[config.mk]
export PLATFORM = sky130hd
export DESIGN_NAME = vpd_scan_ctrl
export DESIGN_NICKNAME = d
export VERILOG_FILES = /design/src/vpd_pkg.sv /design/src/vpd_scan_ctrl.sv
export SDC_FILE = /design/constraint.sdc
export NUM_CORES = 1
export LEC_CHECK = 0
export BUFFER_PORTS_ARGS = -buffer_cell sky130_fd_sc_hd__buf_2
export CORE_ASPECT_RATIO = 2
export CORE_UTILIZATION = 55
export CTS_BUF_LIST = sky130_fd_sc_hd__clkbuf_4 sky130_fd_sc_hd__clkbuf_8 sky130_fd_sc_hd__clkbuf_16
export CTS_CLUSTER_DIAMETER = 40
export CTS_CLUSTER_SIZE = 25
export DETAILED_ROUTE_END_ITERATION = 8
export PLACE_DENSITY = 0.87
export SETUP_SLACK_MARGIN = 0.02
export SYNTH_ARGS = -nofsm -noshare
export SYNTH_HDL_FRONTEND = slang
export SYNTH_SLANG_ARGS = --single-unit
[constraint.sdc]
create_clock -name clk_i -period 5.9 [get_ports clk_i]
set_input_delay 0.59 -clock clk_i [delete_from_list [all_inputs] [get_ports clk_i]]
set_output_delay 0.59 -clock clk_i [all_outputs]
set_load 0.02 [all_outputs]
[src/vpd_pkg.sv]
package vpd_pkg;

  localparam int unsigned MAX_UNIQUE = 1024;
  localparam int unsigned AW         = $clog2(MAX_UNIQUE);
  localparam int unsigned CW         = $clog2(MAX_UNIQUE + 1);
  localparam int unsigned IDX_W      = 10;
  localparam int unsigned TOTAL_W    = 11;

  localparam logic [31:0] ABS_MASK = 32'h7FFF_FFFF;
  localparam logic [31:0] INF_BITS = 32'h7F80_0000;

  typedef struct packed {
    logic [31:0] x;
    logic [31:0] y;
    logic [31:0] z;
  } pos_t;

  typedef struct packed {
    logic          we;
    logic [AW-1:0] waddr;
    pos_t          wdata;
    logic          re;
    logic [AW-1:0] raddr;
  } ram_req_t;

  typedef struct packed {
    logic [AW-1:0] idx;
    logic          is_new;
    logic          full;
    logic [CW-1:0] total;
  } res_t;

  // float equality on bit patterns: NaN never equal, +0 == -0
  function automatic logic float_eq(logic [31:0] a, logic [31:0] b);
    logic [31:0] ma;
    logic [31:0] mb;
    ma = a & ABS_MASK;
    mb = b & ABS_MASK;
    if (ma > INF_BITS || mb > INF_BITS) begin
      return 1'b0;
    end
    if (ma == '0 && mb == '0) begin
      return 1'b1;
    end
    return a == b;
  endfunction

  function automatic logic pos_eq(pos_t a, pos_t b);
    return float_eq(a.x, b.x) && float_eq(a.y, b.y) && float_eq(a.z, b.z);
  endfunction

endpackage

[src/vpd_scan_ctrl.sv]
module vpd_scan_ctrl
  import vpd_pkg::*;
(
  input  logic     clk_i,
  input  logic     rst_ni,
  input  logic     in_valid_i,
  output logic     in_ready_o,
  input  logic     start_mesh_i,
  input  pos_t     pos_i,
  output ram_req_t ram_o,
  input  pos_t     rdata_i,
  output logic     res_valid_o,
  input  logic     res_ready_i,
  output res_t     res_o
);

  typedef enum logic [1:0] {
    ST_IDLE,
    ST_SCAN,
    ST_DONE
  } state_e;

  state_e        state_q, state_d;
  logic [CW-1:0] count_q, count_d;
  logic [CW-1:0] issue_q, issue_d;
  logic [AW-1:0] cmp_idx_q, cmp_idx_d;
  pos_t          pos_q, pos_d;
  res_t          res_q, res_d;

  logic          accept;
  logic [CW-1:0] count_in;
  logic          hit;
  logic          last;
  logic          tbl_full;

  assign accept   = in_valid_i && (state_q == ST_IDLE);
  assign count_in = start_mesh_i ? '0 : count_q;
  assign hit      = pos_eq(rdata_i, pos_q);
  assign last     = ({1'b0, cmp_idx_q} == CW'(count_q - CW'(1)));
  assign tbl_full = (count_q == CW'(MAX_UNIQUE));

  always_comb begin
    state_d   = state_q;
    count_d   = count_q;
    issue_d   = issue_q;
    cmp_idx_d = cmp_idx_q;
    pos_d     = pos_q;
    res_d     = res_q;
    ram_o     = '0;
    ram_o.wdata = pos_q;
    ram_o.waddr = count_q[AW-1:0];

    case (state_q)
      ST_IDLE: begin
        if (accept) begin
          pos_d   = pos_i;
          count_d = count_in;
          if (count_in == '0) begin
            // empty table: append straight away
            ram_o.we     = 1'b1;
            ram_o.waddr  = '0;
            ram_o.wdata  = pos_i;
            res_d.idx    = '0;
            res_d.is_new = 1'b1;
            res_d.full   = 1'b0;
            res_d.total  = CW'(1);
            count_d      = CW'(1);
            state_d      = ST_DONE;
          end else begin
            ram_o.re  = 1'b1;
            ram_o.raddr = '0;
            cmp_idx_d = '0;
            issue_d   = CW'(1);
            state_d   = ST_SCAN;
          end
        end
      end
      ST_SCAN: begin
        // rdata_i holds entry cmp_idx_q; next entry is being read
        if (hit) begin
          res_d.idx    = cmp_idx_q;
          res_d.is_new = 1'b0;
          res_d.full   = 1'b0;
          res_d.total  = count_q;
          state_d      = ST_DONE;
        end else if (last) begin
          if (tbl_full) begin
            res_d.idx    = '0;
            res_d.is_new = 1'b0;
            res_d.full   = 1'b1;
            res_d.total  = count_q;
          end else begin
            ram_o.we     = 1'b1;
            res_d.idx    = count_q[AW-1:0];
            res_d.is_new = 1'b1;
            res_d.full   = 1'b0;
            res_d.total  = CW'(count_q + CW'(1));
            count_d      = CW'(count_q + CW'(1));
          end
          state_d = ST_DONE;
        end else begin
          ram_o.re    = (issue_q < count_q);
          ram_o.raddr = issue_q[AW-1:0];
          cmp_idx_d   = issue_q[AW-1:0];
          issue_d     = CW'(issue_q + CW'(1));
        end
      end
      ST_DONE: begin
        if (res_ready_i) begin
          state_d = ST_IDLE;
        end
      end
      default: begin
        state_d = ST_IDLE;
      end
    endcase
  end

  always_ff @(posedge clk_i or negedge rst_ni) begin
    if (!rst_ni) begin
      state_q   <= ST_IDLE;
      count_q   <= '0;
      issue_q   <= '0;
      cmp_idx_q <= '0;
      pos_q     <= '0;
      res_q     <= '0;
    end else begin
      state_q   <= state_d;
      count_q   <= count_d;
      issue_q   <= issue_d;
      cmp_idx_q <= cmp_idx_d;
      pos_q     <= pos_d;
      res_q     <= res_d;
    end
  end

  assign in_ready_o  = (state_q == ST_IDLE);
  assign res_valid_o = (state_q == ST_DONE);
  assign res_o       = res_q;

`ifndef NO_ASSERTIONS
  a_count_bound: assert property (@(posedge clk_i) disable iff (!rst_ni)
    count_q <= CW'(MAX_UNIQUE))
    else $error("unique count above table depth");

  a_scan_in_range: assert property (@(posedge clk_i) disable iff (!rst_ni)
    (state_q == ST_SCAN) |-> ({1'b0, cmp_idx_q} < count_q))
    else $error("compare index beyond filled entries");

  a_new_total: assert property (@(posedge clk_i) disable iff (!rst_ni)
    (res_valid_o && res_o.is_new) |-> (res_o.total == CW'({1'b0, res_o.idx} + CW'(1))))
    else $error("appended entry not at end of table");

  a_full_only_when_full: assert property (@(posedge clk_i) disable iff (!rst_ni)
    (res_valid_o && res_o.full) |-> (tbl_full && !res_o.is_new))
    else $error("full flag without a full table");
`endif

endmodule

==> reports/qor.txt <==
Number of core rows: 68
Cell family with most CP delay: compound AO/OA/AOI/OAI gates
# DRC: 0
Cell Area, Synth: 9830 um^2
Pre-antenna DRT Iters: 4
Final worst slack: 1.09 ns
Hold Fails Final Rpt: 0
Clock share of power: 16.8%
Worst IR drop on VDD: 0.400 mV
Residual overflow from global routing: 0
Number of synthesized flops with an enable pin: 0
Routability congestion estimate: 1.13
Area growth, synth to finish: 24.5%
Switching power of the nets: 2.82 mW
Final ANT Viol Nets: 0
Internal Power: 3.52 mW
Number of gates given a new drive strength after cts: 0
Min Tclk post-route: 4.81 ns
Total global-route track usage: 40.4%
Clock tree from TritonCTS: yes
Vias post-DR: 9272
Die Wd: 96.5 um
Number of buffers added for setup after CTS: 0
Worst clock skew: 0.00991 ns
Relative max-transition margin: 28.9%
Initial drt markers: 443
Biggest cell delay along the critical path: 0.81 ns
Worst path arrival time: 4.22 ns
Htree depth: 4
DIE HEIGHT: 191 um
Setup total negative slack: 0 ns
# fillers: 1332
Initial Utilization: 56.7%
Ports: 340
Top cells by area, synth: sky130_fd_sc_hd__dfrtp_1 (39%), sky130_fd_sc_hd__mux2_2 (24%), sky130_fd_sc_hd__xnor2_1 (9.6%)
Pre-CTS setup slack: 1.53 ns
Fmax: 0.208 GHz
Synth Instances: 910
Combinational share of power: 51.2%
Share of cells above drive strength 1: 48.0%
Critical path fanouts, max: 9
Number of pins with negative max-slew slack in the final report: 0
Worst Tran Pin Value: 1.06 ns
Port buffer count: 339
Critical-path cell with the highest stage delay: sky130_fd_sc_hd__nor4_1
Cell type with the highest aggregate area in the netlist: sky130_fd_sc_hd__dfrtp_1
Crit. End Element: output pin
Largest net degree at the start of global routing: 98
Unrepaired setup endpoints after global routing: false
Post-synth top flop: sky130_fd_sc_hd__dfrtp_1
Count of different cell masters after synthesis: 54
Core region area: 17400 um^2
Setup violation total in the final timing report: 0
Detail-routed net length per standard cell: 24.8 um
Placed cell count: 1421
FF-to-FF path depth: 9
Net count of the finished layout: 1441
Sequential share of power: 32.0%
Inserted Clock Buffers: 17
Syn. warnings: 0
Per-cell via count in the routed design: 6.36
Cell occurring most often along the worst timing path: sky130_fd_sc_hd__inv_1
Bufs on Longest Clock Path: 2
Syn_area_per_cell: 10.8 um^2
Number of global-route vias before repair: 9684
Outcome: completed
Share of flip-flops with an asynchronous set or reset: 100%
Period Utilization, post-route: 81.5%
Clock root buffer: sky130_fd_sc_hd__clkbuf_16
Die area: 18400 um^2
Terminus of the critical flop-to-flop path: count_q[1]
Share of the synthesized area in the top cell type: 38.9%
Flop2flop setup slack: 1.54 ns
Number of flip-flops and latches in the synthesized netlist: 153
Clock transition at the register clock pins on the worst setup and hold paths after CTS: 0.07 ns
Power density of the placed cells: 517 nW/um^2
Cell-by-cell trace of the critical path: inv_1, ha_1, xnor2_1, nor4_1, o2111ai_1, a211oi_4, a41oi_1, inv_1, buf_2
Required @ worst endpoint: 5.31 ns
Source of the worst register-to-register timing path: count_q[0]
Fin cells: 1457
Classification of the worst-slack hold path: primary input to asynchronous set/reset pin
Hold-fix buffer count after cts: 0
Crit path kind: flip-flop to output pin
Net count after synthesis: 1121
Clk sink count: 153
Number of max-cap violations: 0
First-pass GRT wire length: 54.0 mm
Count of buffer and inverter cells on the critical path: 3
Routed wire length: 36.1 mm
Clock Latency Late Sink: 0.42 ns
Post-DP HPWL: 27.4 mm
Type of element launching the critical path: flip-flop
Number of antenna violations at the first check in global routing: 5
Switching share of total power: 44.5%
Leak Pwr: 5.58 nW
Sequential cell area fraction in the yosys report: 38.9%
## metrics by stage
step	util [%]	area [um^2]	hold slack [ns]	total power, mW
floorplan	-	9830	0.294	4.14
global placement	67.2	11700	0.460	5.13
detailed placement	67.2	11700	0.461	5.20
CTS	70.5	12200	0.302	6.28
global route	70.5	12200	0.310	6.65
finish	70.5	12200	0.242	6.33
## cells by family after synthesis
logic type,share of synthesized area (%)
AO/OA/AOI/OAI,7.19
XOR/XNOR,10.2
adder cells (fa/ha/maj),1.78
buffers and inverters,2.66
flip-flops,38.9
multiplexers,25.2
AND/OR/NAND/NOR,14.0
## synthesized netlist by cell type, types with 5 or more instances
cell,count
sky130_fd_sc_hd__nand2_1,28
sky130_fd_sc_hd__ha_1,14
sky130_fd_sc_hd__nor4_1,53
sky130_fd_sc_hd__o2bb2ai_1,7
sky130_fd_sc_hd__a21o_1,19
sky130_fd_sc_hd__or3_1,7
sky130_fd_sc_hd__nor3_1,18
sky130_fd_sc_hd__nand4_1,46
sky130_fd_sc_hd__mux2_2,207
sky130_fd_sc_hd__a22oi_1,5
sky130_fd_sc_hd__a21oi_1,14
sky130_fd_sc_hd__buf_2,8
sky130_fd_sc_hd__dfrtp_1,153
sky130_fd_sc_hd__nor2_1,44
sky130_fd_sc_hd__nand3_1,16
sky130_fd_sc_hd__clkbuf_1,27
sky130_fd_sc_hd__xor2_1,7
sky130_fd_sc_hd__buf_1,6
sky130_fd_sc_hd__inv_1,17
sky130_fd_sc_hd__mux2i_1,15
sky130_fd_sc_hd__o21ai_0,12
sky130_fd_sc_hd__and2_1,11
sky130_fd_sc_hd__and3_1,5
sky130_fd_sc_hd__xnor2_1,108
## area by class of cell
class	instances	area (um^2)	area share (%)
clock buffer	19	447	3.65
sequential	153	3830	31.3
tap	210	263	2.15
timing repair buffer	346	1760	14.3
clock inverter	13	120	0.981
multi-input combinational	695	5750	47.0
antenna	4	10.0	0.0818
inverter	17	63.8	0.521
## cell usage in the layout (no fill, tap or decap), types with 17 or more instances in the layout
cell,n
sky130_fd_sc_hd__xnor2_1,108
sky130_fd_sc_hd__nor2_1,44
sky130_fd_sc_hd__inv_1,17
sky130_fd_sc_hd__a21o_1,19
sky130_fd_sc_hd__dfrtp_1,153
sky130_fd_sc_hd__nand2_1,28
sky130_fd_sc_hd__clkbuf_16,17
sky130_fd_sc_hd__mux2_2,207
sky130_fd_sc_hd__buf_2,338
sky130_fd_sc_hd__nand4_1,46
sky130_fd_sc_hd__nor3_1,18
sky130_fd_sc_hd__nor4_1,53
## worst reg2reg max path: stages, from the launching register on
cell and delay, ns:
sky130_fd_sc_hd__dfrtp_1 0.53, sky130_fd_sc_hd__inv_1 0.16, sky130_fd_sc_hd__ha_1 0.47, sky130_fd_sc_hd__xnor2_1 0.20, sky130_fd_sc_hd__or3_1 0.31, sky130_fd_sc_hd__or3_1 0.35, sky130_fd_sc_hd__a211oi_1 0.69, sky130_fd_sc_hd__o2111ai_1 0.28
sky130_fd_sc_hd__and4b_1 0.84, sky130_fd_sc_hd__mux2_2 0.42
## registers in the layout, summed over array words and instances (netlist names)
name and cells:
pos_q 96, issue_q 11, state_q 2, count_q 11
res_o 23, cmp_idx_q 10
## per-layer routing
layer / up-vias / part of all wire (%) / global-route usage, %
li1: 4035 / - / -
met1: 4523 / 32 / 39.5
met2: 523 / 52 / 70.0
met3: 187 / 8.1 / 12.5
met4: 4 / 7.7 / 27.8
met5: - / 0.075 / 0
## worst max-delay path by stage
stage,from,to,slack [ns],cells after the start
after floorplan,count_q[0],ram_o[1],2.53,11
after global routing,pos_q[33],ram_o[117],0.90,10
final,count_q[0],ram_o[117],1.09,9
after global placement,rdata_i[41],ram_o[117],1.48,11
after detailed placement,rdata_i[64],ram_o[117],1.53,11
after CTS,pos_q[33],ram_o[117],1.24,10
## power by group through the flow
| stage | logic, mW | registers, mW | clock network, mW |
|---|---|---|---|
| floorplan | 2.31 | 1.83 | 0 |
| global placement | 3.13 | 1.99 | 0 |
| detailed placement | 3.18 | 2.02 | 0 |
| CTS | 3.20 | 2.00 | 1.08 |
| global route | 3.46 | 2.08 | 1.11 |
| finish | 3.24 | 2.03 | 1.06 |
(Power assumes the default switching activity.)
